`src/hdl/union_find_spanning_tree_join_top_assert.svh`:
```
// Assertion macros for the spanning-tree join sequencer (ufj_ctrl).
`ifndef UNION_FIND_SPANNING_TREE_JOIN_TOP_ASSERT_SVH
`define UNION_FIND_SPANNING_TREE_JOIN_TOP_ASSERT_SVH
`ifndef SYNTHESIS
// Same-cycle implication under reset.
`define UFJ_ASSERT_NOW(label, clk, rst_n, ante, cons) \
  label: assert property (@(posedge clk) disable iff (!rst_n) (ante) |-> (cons)) \
    else $error("ufj: same-cycle check failed");
// Next-cycle implication under reset.
`define UFJ_ASSERT_NEXT(label, clk, rst_n, ante, cons) \
  label: assert property (@(posedge clk) disable iff (!rst_n) (ante) |=> (cons)) \
    else $error("ufj: next-cycle check failed");
`else
`define UFJ_ASSERT_NOW(label, clk, rst_n, ante, cons)
`define UFJ_ASSERT_NEXT(label, clk, rst_n, ante, cons)
`endif
`endif

```
`src/hdl/ufj_pkg.sv`:
```
// Shared types and constants for the spanning-tree join block.
`default_nettype none
package ufj_pkg;
  localparam int WEIGHT_W    = 32;
  localparam int NODE_W      = 10;
  localparam int TOTAL_W     = 48;
  localparam int IN_TDATA_W  = 56;
  localparam int OUT_TDATA_W = 64;
  // Widest node address and set size over the supported node counts
  localparam int NAW_MAX = 16;
  localparam int NSW_MAX = 17;
  localparam logic [TOTAL_W-1:0] TOTAL_MAX = '1;

  // Memory command from the sequencer to the set store
  typedef struct packed {
    logic [NAW_MAX-1:0] par_raddr;
    logic               par_we;
    logic [NAW_MAX-1:0] par_waddr;
    logic [NAW_MAX-1:0] par_wdata;
    logic [NAW_MAX-1:0] sz_raddr;
    logic               sz_we;
    logic [NAW_MAX-1:0] sz_waddr;
    logic [NSW_MAX-1:0] sz_wdata;
  } mem_cmd_t;
endpackage
`default_nettype wire

```
`src/hdl/ufj_ctrl.sv`:
```
// Sequencer: root search with path compression, union by size, running total.
`default_nettype none
`include "union_find_spanning_tree_join_top_assert.svh"
module ufj_ctrl #(
  parameter int NODE_COUNT = 1024
) (
  input  wire                           clk,
  input  wire                           rst_n,
  input  wire                           in_valid,
  output logic                          in_ready,
  input  wire  [ufj_pkg::WEIGHT_W-1:0]  in_weight,
  input  wire  [ufj_pkg::NODE_W-1:0]    in_a,
  input  wire  [ufj_pkg::NODE_W-1:0]    in_b,
  output logic                          out_valid,
  input  wire                           out_ready,
  output logic                          out_merged,
  output logic [ufj_pkg::TOTAL_W-1:0]   out_total,
  output logic [ufj_pkg::NODE_W-1:0]    out_root,
  output ufj_pkg::mem_cmd_t             mem_cmd,
  input  wire  [ufj_pkg::NAW_MAX-1:0]   par_rdata,
  input  wire  [ufj_pkg::NSW_MAX-1:0]   sz_rdata
);
  import ufj_pkg::*;

  localparam int AW = (NODE_COUNT > 1) ? $clog2(NODE_COUNT) : 1;
  localparam int SW = AW + 1;

  typedef enum logic [3:0] {
    ST_CLEAR, ST_IDLE, ST_FIND_RD, ST_FIND_CHK, ST_CMP_RD, ST_CMP_CHK,
    ST_SZ_RD_A, ST_SZ_RD_B, ST_SZ_CHK, ST_FIN
  } state_t;

  state_t              st_r;
  logic [AW-1:0]       clr_idx_r;
  logic [WEIGHT_W-1:0] weight_r;
  logic [AW-1:0]       b_r;
  logic [AW-1:0]       cur_r;
  logic [AW-1:0]       start_r;
  logic [AW-1:0]       top_r;
  logic [AW-1:0]       ra_r;
  logic                side_r;
  logic [SW-1:0]       size_a_r;
  logic                res_merged_r;
  logic [AW-1:0]       res_root_r;
  logic [TOTAL_W-1:0]  total_r;
  logic                out_valid_r;
  logic                out_merged_r;
  logic [TOTAL_W-1:0]  out_total_r;
  logic [NODE_W-1:0]   out_root_r;

  logic [AW-1:0]       par_q;
  logic [SW-1:0]       size_b;
  logic                a_oob;
  logic                b_oob;
  logic                b_bigger;
  logic [AW-1:0]       keep;
  logic [AW-1:0]       hang;
  logic [SW-1:0]       size_sum;
  logic [TOTAL_W:0]    total_sum;
  logic [TOTAL_W-1:0]  total_nxt;
  logic                in_fire;
  logic                out_free;

  assign par_q    = par_rdata[AW-1:0];
  assign size_b   = sz_rdata[SW-1:0];
  assign a_oob    = (32'(in_a) >= NODE_COUNT);
  assign b_oob    = (32'(in_b) >= NODE_COUNT);
  assign in_ready = (st_r == ST_IDLE);
  assign in_fire  = in_valid && in_ready;
  assign out_free = !out_valid_r || out_ready;

  // union by size: ties keep the root of the first node
  assign b_bigger  = (size_a_r < size_b);
  assign keep      = b_bigger ? top_r : ra_r;
  assign hang      = b_bigger ? ra_r : top_r;
  assign size_sum  = size_a_r + size_b;
  assign total_sum = {1'b0, total_r} + (TOTAL_W + 1)'(weight_r);
  assign total_nxt = total_sum[TOTAL_W] ? TOTAL_MAX : total_sum[TOTAL_W-1:0];

  // memory command decode
  always_comb begin
    mem_cmd           = '0;
    mem_cmd.par_raddr = NAW_MAX'(cur_r);
    mem_cmd.sz_raddr  = (st_r == ST_SZ_RD_A) ? NAW_MAX'(ra_r) : NAW_MAX'(top_r);
    unique case (st_r)
      ST_CLEAR: begin
        mem_cmd.par_we    = 1'b1;
        mem_cmd.par_waddr = NAW_MAX'(clr_idx_r);
        mem_cmd.par_wdata = NAW_MAX'(clr_idx_r);
        mem_cmd.sz_we     = 1'b1;
        mem_cmd.sz_waddr  = NAW_MAX'(clr_idx_r);
        mem_cmd.sz_wdata  = NSW_MAX'(1);
      end
      ST_CMP_CHK: begin
        mem_cmd.par_we    = 1'b1;
        mem_cmd.par_waddr = NAW_MAX'(cur_r);
        mem_cmd.par_wdata = NAW_MAX'(top_r);
      end
      ST_SZ_CHK: begin
        mem_cmd.par_we    = 1'b1;
        mem_cmd.par_waddr = NAW_MAX'(hang);
        mem_cmd.par_wdata = NAW_MAX'(keep);
        mem_cmd.sz_we     = 1'b1;
        mem_cmd.sz_waddr  = NAW_MAX'(keep);
        mem_cmd.sz_wdata  = NSW_MAX'(size_sum);
      end
      default: begin
      end
    endcase
  end

  // sequencer state and registered outputs
  always_ff @(posedge clk) begin
    if (!rst_n) begin
      st_r        <= ST_CLEAR;
      clr_idx_r   <= '0;
      total_r     <= '0;
      out_valid_r <= 1'b0;
    end else begin
      // the finishing state reloads the output register itself
      if (out_valid_r && out_ready && st_r != ST_FIN) begin
        out_valid_r <= 1'b0;
      end
      unique case (st_r)
        // sweep every entry back to a singleton
        ST_CLEAR: begin
          clr_idx_r <= clr_idx_r + 1'b1;
          if (clr_idx_r == AW'(NODE_COUNT - 1)) begin
            st_r <= ST_IDLE;
          end
        end
        ST_IDLE: begin
          if (in_fire) begin
            weight_r <= in_weight;
            b_r      <= AW'(in_b);
            cur_r    <= AW'(in_a);
            start_r  <= AW'(in_a);
            side_r   <= 1'b0;
            if (a_oob || b_oob) begin
              res_merged_r <= 1'b0;
              res_root_r   <= '0;
              st_r         <= ST_FIN;
            end else begin
              st_r <= ST_FIND_RD;
            end
          end
        end
        ST_FIND_RD: begin
          st_r <= ST_FIND_CHK;
        end
        // a node that links to itself is the root
        ST_FIND_CHK: begin
          if (par_q == cur_r) begin
            top_r <= cur_r;
            cur_r <= start_r;
            st_r  <= ST_CMP_RD;
          end else begin
            cur_r <= par_q;
            st_r  <= ST_FIND_RD;
          end
        end
        // compression walk ends at the root
        ST_CMP_RD: begin
          if (cur_r == top_r) begin
            if (!side_r) begin
              ra_r    <= top_r;
              side_r  <= 1'b1;
              cur_r   <= b_r;
              start_r <= b_r;
              st_r    <= ST_FIND_RD;
            end else if (ra_r == top_r) begin
              res_merged_r <= 1'b0;
              res_root_r   <= top_r;
              st_r         <= ST_FIN;
            end else begin
              st_r <= ST_SZ_RD_A;
            end
          end else begin
            st_r <= ST_CMP_CHK;
          end
        end
        ST_CMP_CHK: begin
          cur_r <= par_q;
          st_r  <= ST_CMP_RD;
        end
        ST_SZ_RD_A: begin
          st_r <= ST_SZ_RD_B;
        end
        ST_SZ_RD_B: begin
          size_a_r <= size_b;
          st_r     <= ST_SZ_CHK;
        end
        ST_SZ_CHK: begin
          total_r      <= total_nxt;
          res_merged_r <= 1'b1;
          res_root_r   <= keep;
          st_r         <= ST_FIN;
        end
        // hand the result to the output register once it is free
        ST_FIN: begin
          if (out_free) begin
            out_valid_r  <= 1'b1;
            out_merged_r <= res_merged_r;
            out_total_r  <= total_r;
            out_root_r   <= NODE_W'(res_root_r);
            st_r         <= ST_IDLE;
          end
        end
        default: begin
          st_r <= ST_IDLE;
        end
      endcase
    end
  end

  assign out_valid  = out_valid_r;
  assign out_merged = out_merged_r;
  assign out_total  = out_total_r;
  assign out_root   = out_root_r;

  // one edge in flight: an accepted beat closes the input side next cycle
  `UFJ_ASSERT_NEXT(a_one_in_flight, clk, rst_n, in_fire, !in_ready)
  // compression only rewrites nodes below the root
  `UFJ_ASSERT_NOW(a_cmp_below_root, clk, rst_n, st_r == ST_CMP_CHK, cur_r != top_r)
  // a link is only made between two different roots
  `UFJ_ASSERT_NOW(a_link_distinct, clk, rst_n, st_r == ST_SZ_CHK, ra_r != top_r)
  // the finished result never overwrites an untaken beat
  `UFJ_ASSERT_NEXT(a_fin_holds, clk, rst_n,
    st_r == ST_FIN && out_valid_r && !out_ready, st_r == ST_FIN)
endmodule
`default_nettype wire

```
`config.mk`:
```
export PLATFORM = sky130hd
export DESIGN_NAME = ufj_ctrl
export DESIGN_NICKNAME = d
export VERILOG_FILES = /design/src/hdl/ufj_pkg.sv /design/src/hdl/ufj_ctrl.sv
export VERILOG_INCLUDE_DIRS = /design/src /design/src/hdl
export SDC_FILE = /design/constraint.sdc
export NUM_CORES = 1
export LEC_CHECK = 0
export BUFFER_PORTS_ARGS = -buffer_cell sky130_fd_sc_hd__clkbuf_2
export CAP_MARGIN = 20
export CORE_MARGIN = 4
export CORE_UTILIZATION = 45
export DETAILED_ROUTE_END_ITERATION = 7
export PLACE_DENSITY = 0.68
export SLEW_MARGIN = 10
export SYNTH_ARGS = -nofsm -noshare
export SYNTH_HDL_FRONTEND = slang
export SYNTH_SLANG_ARGS = --single-unit
```
`constraint.sdc`:
```
create_clock -name clk -period 10.6 [get_ports clk]
set_input_delay 3.18 -clock clk [delete_from_list [all_inputs] [get_ports clk]]
set_output_delay 3.18 -clock clk [all_outputs]
set_load 0.01 [all_outputs]
```
==> impl_metrics.toml, run 1 <==
[grt]
grt_use_total_pct = 18.6
grt_max_degree = 60
grt_pass1_wl_um = 44000
antenna_found_initial = 0
overflow = 0
grt_pass1_vias = 8338

[detailed_routing]
dr.pass1.iters = 8
drcViolationCount = 2
drt_wl_total_um = 28100
drtIter0Drc = 445
drtAntennaViolNets = 0
via_per_inst = 5.40
num_vias = 8672
wl_per_cell_um = 17.5

[logic_synthesis]
async_flop_share_pct = 0
synth_cells = 1064
ys_seq_area_share_pct = 52.3
yosys-top-cells-area = "edfxtp_1, dfxtp_1, ha_1, xnor2_1, nand2_1"
synth_top_area_cell = "edfxtp_1"
synth_top_area_share_pct = 41.6
syn_area_um2 = 11800
ys_ff_latch = 227
yosys_most_used_dff = "edfxtp_1"
synth_cell_type_count = 74
yosys_warnings = 0
syn_area_per_cell_um2 = 11.1
synth-edff-count = 164

[power_and_ir_drop]
combPwrFrac_pct = 3.5
pwr-share-seq_pct = 49.2
peakVddDrop_uv = 114
leakage_nw = 5.59
internal_power_mw = 1.54
netSwitchingPower_mw = 0.383
power_density_nw_per_um2 = 138
p_sw_share_pct = 19.9
power_frac_clock_pct = 47.3

[clock_network]
htreeDepth = 1
clock_sinks = 227
cts_buffer_depth = 3
ctsRootBufferMaster = "clkbuf_16"
cts_hold_buf = 0
cts_tree = "built"
cts_buffers = 26
post_cts.repair.setup_buffers = 0
clkTransAtPathRegs_ns = 0.06
cts_resized = 0
worstSkewPairLatency_ns = 0.51

[timing]
fmax_mhz = 107
final.setup_skew_ns = 0.00691
setup_viol = 0
hold-worst-slack_ns = 0.418
rsz0062_at_grt = "false"
finalMaxSlewViolations = 0
finalCritPeriodShare_pct = 87.9
worstMarginPinSlew_ns = 1.10
hold_viol = 0
fin_tns_setup_ns = 0
min_period_ns = 9.32
max_slew_margin_pct = 26.2

[status]
violations = "design-rule violations"
status = "complete, but fails checks"

[finish]
fillers = 2249
antenna_cells = 0
multi_input_area_um2 = 5200
final_common_cell = "clkbuf_2"
mostFrequentLayoutCells = "clkbuf_2, edfxtp_1, nand2_1, a21oi_1, o21ai_0"
seqCellArea_um2 = 6190
fin_area_um2 = 13900
fin_nets = 1397
fin_util_pct = 53.5
area_delta_synth_final_pct = 17.5
drive_above_1_share_pct = 25.2

[place]
gp_congestion = 0.912
io_buffers = 200
dp_hpwl_um = 20000
place_area_um2 = 13000

[worst_hold_path]
min_path_type = "flip-flop to flip-flop"
min_path_cells = 0

[floorplan]
die-area_um2 = 29000
ios = 249
die_w_um = 170
die_h_um = 170
start_util_pct = 45.6
num_rows = 59
coreArea_um2 = 26000

[worst_setup_path]
cp.arrival_ns = 6.14
crit_path_start_kind = "input pin"
worstPathRequired_ns = 7.42
end_kind = "primary output"
cp_max_fo = 20
ff2ff_path_depth = 7
path_class = "input pin to primary output"

[run]
cap_violations = 0
cells in the mapped netlist, drive strengths merged, types with 3 or more instances:
| cell | count |
|---|---|
| a211oi | 7 |
| o21a | 7 |
| a222oi | 10 |
| nand4 | 15 |
| or2 | 4 |
| a21oi | 70 |
| or3 | 4 |
| mux2i | 23 |
| nor2b | 10 |
| o2111ai | 3 |
| o221a | 3 |
| ha | 54 |
| buf | 54 |
| inv | 32 |
| and2 | 6 |
| a311oi | 5 |
| clkbuf | 35 |
| a221oi | 3 |
| nand2 | 96 |
| nor2 | 60 |
| o21bai | 9 |
| edfxtp | 164 |
| nand3 | 14 |
| a2111oi | 4 |
| xor2 | 36 |
| xnor2 | 42 |
| o211ai | 22 |
| nor4 | 7 |
| mux2 | 31 |
| a31oi | 21 |
| and3 | 17 |
| nor3 | 12 |
| dfxtp | 63 |
| nand2b | 9 |
| a21o | 17 |
| o21ai | 68 |
cell families (layout without fill, tap and decap cells):
family          Yosys count  after routing  synth area share, %
fa+ha+maj                56             56                 6.05
buf+inv                 122            295                 5.19
flops                   227            227                 52.3
compound gates          266            266                 15.3
xor+xnor                 78             78                 5.77
mux                      54             54                 4.89
simple gates            260            260                 10.5
other cells               1             36               0.0317
per-stage QoR:
stage	cells	setup WS, ns	total power [mW]
after floorplan	1099	2.32	1.01
after global placement	1557	1.34	1.03
after detailed placement	1557	1.27	1.03
after CTS	1605	1.27	1.94
after global routing	1607	0.983	1.99
final	1607	1.28	1.92
final cells by class:
type                            instances  share of cell area, %
Clock buffer                           37                   5.41
Clock inverter                         11                  0.926
Inverter                               33                  0.890
Multi-Input combinational cell        750                   37.4
Sequential cell                       227                   44.5
Tap cell                              335                   3.01
Timing Repair Buffer                  214                   7.93
critical path, stage by stage:
cell      delay (ns)
clkbuf_2        0.11
inv_1           0.08
ha_1            0.30
nor2b_1         0.13
o21a_1          0.16
o21ai_0         0.15
a21oi_1         0.09
o21a_1          0.18
o211ai_1        0.25
nand2_1         0.70
mux2i_1         0.31
o21ai_0         0.29
clkbuf_2        0.19
final timing paths:
kind                               startpoint            end  slack, ns
worst max-delay path              sz_rdata[1]    mem_cmd[22]       1.28
worst min register to register  res_root_r[4]    out_root[4]       0.42
worst max register to register        st_r[2]  res_root_r[3]       7.02
worst min-delay path            res_root_r[4]    out_root[4]       0.42
per-layer routing:
layer | track usage (%) | vias to the layer above | wire, um
li1 | - | 4245 | -
met1 | 25.5 | 4132 | 12400
met2 | 31.2 | 244 | 13400
met3 | 2.42 | 51 | 1530
met4 | 5.28 | 0 | 733
met5 | 0 | - | 0
registers in the layout, summed over array words and instances (netlist names):
register / cells
weight_r: 32
out_valid: 1
st_r: 4
side_r: 1
res_root_r: 10
total_r: 48
res_merged_r: 1
size_a_r: 11
out_root: 10
b_r: 10
out_total: 48
out_merged: 1
ra_r: 10
clr_idx_r: 10
start_r: 10
cur_r: 10
top_r: 10
power by group through the flow:
stage	Clock [mW]	Combinational (mW)	Sequential (mW)
6_report	0.909	0.0667	0.947
3_3_place_gp	0	0.0655	0.965
3_5_place_dp	0	0.0663	0.965
2_1_floorplan	0	0.0487	0.965
5_1_grt	0.970	0.0737	0.946
4_1_cts	0.928	0.0666	0.946
(Power assumes the default switching activity.)
==> inputs of run 2 (changes only) <==
- CORE_UTILIZATION: 45 -> 56
- PLACE_DENSITY: 0.68 -> 0.82
==> run 2 against run 1 <==
Effect of this change: the flow now finishes without violations; flip-flop and latch count unchanged; design area down 1.5%; power down 5.8%; via count up 2.8%; first-iteration DRC count up 57%; sequential share of layout area up 0.69 points; largest power group unchanged.
==> impl_metrics.toml, run 2 (synthesis results as in run 1) <==
[status]
status = "finished, final reports clean"

[clock_network]
ctsRootBufferMaster = "clkbuf_16"
cts_tree = "built"
post_cts.repair.setup_buffers = 0
cts_buffers = 24
clkTransAtPathRegs_ns = 0.06
worstSkewPairLatency_ns = 0.51
htreeDepth = 1
clock_sinks = 227
cts_hold_buf = 0
cts_resized = 0
cts_buffer_depth = 3

[finish]
instances_no_fill = 1536
fin_area_um2 = 13700
drive_above_1_share_pct = 24.8
mostFrequentLayoutCells = "clkbuf_2, edfxtp_1, nand2_1, a21oi_1, o21ai_0"
area_delta_synth_final_pct = 15.8
fin_nets = 1394
fillers = 1527
antenna_cells = 0
final_common_cell = "clkbuf_2"

[place]
place_area_um2 = 12900
io_buffers = 200
dp_hpwl_um = 19900
gp_congestion = 0.920
place_inst = 1490

[worst_setup_path]
path_class = "input pin to primary output"
cp_max_fo = 16
cp.arrival_ns = 5.81
end_kind = "primary output"
cpPeakStageDelay_ns = 0.30
worstPathRequired_ns = 7.42
crit_chain = "clkbuf_2 > inv_1 > ha_1 > nor2b_1 > o21a_1 > o21ai_0 > a21oi_1 > o21a_1 > o211ai_1 > nand2_1 > buf_8 > mux2i_1 > o21ai_0 > clkbuf_2"
cpMaxStageDelayCell = "ha_1"
crit_path_start_kind = "input pin"

[timing]
max_slew_margin_pct = 29.3
rsz0062_at_grt = "false"
setup_viol = 0
fmax_mhz = 111
finalCritPeriodShare_pct = 84.8
hold_viol = 0
fin_tns_setup_ns = 0
worstMarginPinSlew_ns = 1.06
min_period_ns = 8.99
final.setup_skew_ns = 0.00978
hold-worst-slack_ns = 0.416
finalMaxSlewViolations = 0

[grt]
grt_pass1_wl_um = 44400
grt_max_degree = 60
antenna_found_initial = 0
grt_use_total_pct = 22.7
overflow = 0
grt_pass1_vias = 8519

[detailed_routing]
drcViolationCount = 0
drt_wl_total_um = 27800
drtAntennaViolNets = 0
wl_per_cell_um = 18.1
via_per_inst = 5.80
dr.pass1.iters = 8
num_vias = 8914
drtIter0Drc = 699

[floorplan]
coreArea_um2 = 20500
die_h_um = 153
die_w_um = 153
num_rows = 52
start_util_pct = 57.8
die-area_um2 = 23500
ios = 249

[worst_hold_path]
min_path_type = "flip-flop to flip-flop"

[power_and_ir_drop]
leakage_nw = 5.53
power_mw = 1.81
peakVddDrop_uv = 117
power_density_nw_per_um2 = 132

[run]
cap_violations = 0
==> run 2: cell types whose count changed in the layout (fill, tap and decap cells not counted), moves of 2 or more <==
cell,change
buf_4,-4
clkbuf_1,-3
buf_2,+2
clkinv_1,+4
clkbuf_16,-2
clkbuf_8,-4
==> run 2: per-stage QoR <==
| step | worst slack, ns | utilization (%) |
|---|---|---|
| 2_1_floorplan | 2.32 | - |
| 3_3_place_gp | 1.35 | 63.0 |
| 3_5_place_dp | 1.27 | 63.0 |
| 4_1_cts | 1.22 | 66.7 |
| 5_1_grt | 1.48 | 66.9 |
| 6_report | 1.61 | 66.9 |
==> run 2: layout make-up <==
class / instances / area, um^2 / area share [%]
timing repair buffer: 213 / 1100 / 8.02
sequential: 227 / 6190 / 45.1
clock inverter: 15 / 120 / 0.877
tap: 270 / 338 / 2.47
multi-input combinational: 750 / 5200 / 37.9
inverter: 33 / 124 / 0.904
clock buffer: 28 / 637 / 4.65
==> run 2: worst paths after layout <==
path | start | end | slack (ns) | cells after the start
max | sz_rdata[1] | mem_cmd[18] | 1.61 | 14
min | res_root_r[1] | out_root[1] | 0.42 | 0
max reg2reg | st_r[1] | res_root_r[1] | 7.00 | 7
min reg2reg | res_root_r[1] | out_root[1] | 0.42 | 0
==> run 2: report_power, final <==
group / leakage [nW] / internal (mW) / switching [mW]
clock network: 0.373 / 0.475 / 0.321
logic: 3.16 / 0.0291 / 0.0389
registers: 1.99 / 0.945 / 0.00133
total: 5.53 / 1.45 / 0.361
==> run 2: critical path, delay by kind of cell <==
kind / cells / cell delay, ns
multiplexers: 1 / 0.15
AND/OR/NAND/NOR: 2 / 0.42
buffers and inverters: 4 / 0.63
AO/OA/AOI/OAI: 6 / 1.13
adder cells (fa/ha/maj): 1 / 0.30
==> run 2: metal layers <==
metal | vias to the layer above | track usage (%) | share of wire (%)
met3 | 57 | 3.00 | 6.5
met2 | 354 | 38.2 | 48
met4 | 0 | 7.65 | 3.0
met5 | - | 0 | 0
met1 | 4274 | 30.5 | 42
li1 | 4229 | - | -
==> inputs of run 3 (changes only) <==
- ABC_AREA: not set -> 1
- CORE_UTILIZATION: 56 -> 51
- PLACE_DENSITY: 0.82 -> 0.77
- clock period: 10.6 -> 8.1 ns (I/O delays scaled with it)
==> run 3 against run 2 <==
Effect of this change: worst setup slack lost 0.53 ns; critical path depth fell by 2; register-to-register slack worse by 1.9 ns; power rose by 43%; flip-flop and latch count did not move; clock skew shrank 0.0019 ns; largest power group is now the clock network.
==> impl_metrics.toml, run 3 <==
[detailed_routing]
drcViolationCount = 0
wl_met2_um = 15900
via_per_inst = 5.22
dr.max_layer_used = "met4"
drtIter0Drc = 934
wl_met3_um = 2230
num_vias = 11100
wl_per_cell_um = 15.9
drt_wl_total_um = 34000
dr.pass1.iters = 5
m1WireLength_um = 14900
drtAntennaViolNets = 0

[timing]
final.setup_skew_ns = 0.00791
min_period_ns = 7.02
fin_ws_ns = 1.08
rsz0062_at_grt = "false"
fin_tns_setup_ns = 0
worstMarginPinSlew_ns = 0.937
finalMaxSlewViolations = 0
setup_viol = 0
hold-worst-slack_ns = 0.424
hold_viol = 0
fmax_mhz = 142
finalCritPeriodShare_pct = 86.7
max_slew_margin_pct = 37.5

[worst_setup_path]
crit_chain = "clkbuf_2 > inv_1 > ha_1 > inv_1 > nor3_1 > nand3_1 > nand3_1 > buf_4 > a21oi_1 > o21ai_0 > o211ai_1 > clkbuf_2"
path_class = "input pin to primary output"
end_kind = "primary output"
crit_path_start_kind = "input pin"
worst-path-buf-inv = 5
cpPeakStageDelay_ns = 0.39
cpMaxStageDelayCell = "ha_1"
cp_top_family = "buffers and inverters"
worstPathRequired_ns = 5.67
cp_max_fo = 40
cp.arrival_ns = 4.59

[clock_network]
cts_hold_buf = 0
ctsRootBufferMaster = "clkbuf_16"
cts_buffer_depth = 3
post_cts.repair.setup_buffers = 0
clock_sinks = 227
clkTransAtPathRegs_ns = 0.06
cts_tree = "built"
cts_buffers = 25
cts_resized = 0
worstSkewPairLatency_ns = 0.51
htreeDepth = 1

[floorplan]
start_util_pct = 52.1
die_h_um = 169
num_rows = 58
die-area_um2 = 28500
die_w_um = 169
coreArea_um2 = 25300
ios = 249

[place]
io_buffers = 200
place_ws_ns = 1.12
place_area_um2 = 14400
gp_congestion = 0.966
dp_hpwl_um = 25700

[grt]
grt_pass1_vias = 10400
overflow = 0
grt_max_degree = 69
antenna_found_initial = 0
grt_use_total_pct = 23.0
grt_pass1_wl_um = 53600

[logic_synthesis]
yosys-top-cells-area = "edfxtp_1, nand2_1, dfxtp_1, inv_1, ha_1"
synth_common_cells = "nand2_1, inv_1, nor2_1"
synth_top_area_share_pct = 37.3
ys_ff_latch = 227
synth_cell_type_count = 49
synth_top_area_cell = "edfxtp_1"
syn_area_per_cell_um2 = 8.32
yosys_most_used_dff = "edfxtp_1"
async_flop_share_pct = 0
syn_area_um2 = 13200
yosys_warnings = 0
synth-edff-count = 164
synth_most_common_cell = "nand2_1"
synth_cells = 1587
ys_seq_area_share_pct = 46.9

[finish]
fillers = 2189
fin_nets = 1932
drive_above_1_share_pct = 16.7
fin_area_um2 = 15300
area_delta_synth_final_pct = 15.8
final_common_cell = "nand2_1"
antenna_cells = 0
mostFrequentLayoutCells = "nand2_1, inv_1, clkbuf_2, nor2_1, edfxtp_1"

[status]
status = "finished, final reports clean"

[run]
cap_violations = 0

[power_and_ir_drop]
power_density_nw_per_um2 = 170
peakVddDrop_uv = 262
power_mw = 2.59
leakage_nw = 7.04

[worst_hold_path]
min_path_type = "flip-flop to flip-flop"
## run 3: changes by cell type after synthesis, sizes merged, moves of 16 or more
cell	change
a21oi	+49
o21ai	+34
nand3	+53
a31oi	-16
and3	-16
nor2	+120
xnor2	-21
mux2i	-23
nor3	+19
nand2	+302
clkbuf	-18
mux2	-31
inv	+188
## run 3: final cells by class
type / instances / area (um^2) / share of cell area (%)
flip-flops and latches: 227 / 6190 / 40.5
clock buffers: 25 / 626 / 4.09
clock inverters: 20 / 300 / 1.96
multi-input cells: 1104 / 5860 / 38.3
well taps: 330 / 413 / 2.70
inverters: 220 / 831 / 5.44
repair buffers: 209 / 1070 / 6.99
## run 3: layer usage
layer | global-route usage, % | up-vias
li1 | - | 5557
met2 | 38.0 | 427
met3 | 2.78 | 61
met5 | 0 | -
met1 | 32.0 | 5095
met4 | 7.06 | 0
## run 3: cell families after synthesis
| group | count (synthesis) | synth area share [%] |
|---|---|---|
| flops | 227 | 46.9 |
| xor+xnor | 43 | 2.85 |
| fa+ha+maj | 56 | 5.42 |
| compound gates | 261 | 12.4 |
| other cells | 1 | 0.0284 |
| buf+inv | 291 | 9.85 |
| simple gates | 708 | 22.6 |
## run 3: power by group
group	internal (mW)	total (mW)	switching, mW
registers	1.24	1.24	0.00125
clock network	0.795	1.27	0.477
logic	0.0315	0.0840	0.0525
## run 3: stage by stage
step / util (%) / instances
2_1_floorplan: - / 1622
3_3_place_gp: 56.7 / 2089
3_5_place_dp: 56.7 / 2089
4_1_cts: 60.3 / 2134
5_1_grt: 60.3 / 2135
6_report: 60.3 / 2135
## run 3: worst paths after layout
path / slack [ns] / start / cells past startpoint / to
worst max register to register: 5.07 / cur_r[1] / 8 / top_r[3]
worst max-delay path: 1.08 / sz_rdata[4] / 12 / mem_cmd[57]
worst min-delay path: 0.42 / res_root_r[1] / 0 / out_root[1]
worst min register to register: 0.42 / res_root_r[1] / 0 / out_root[1]
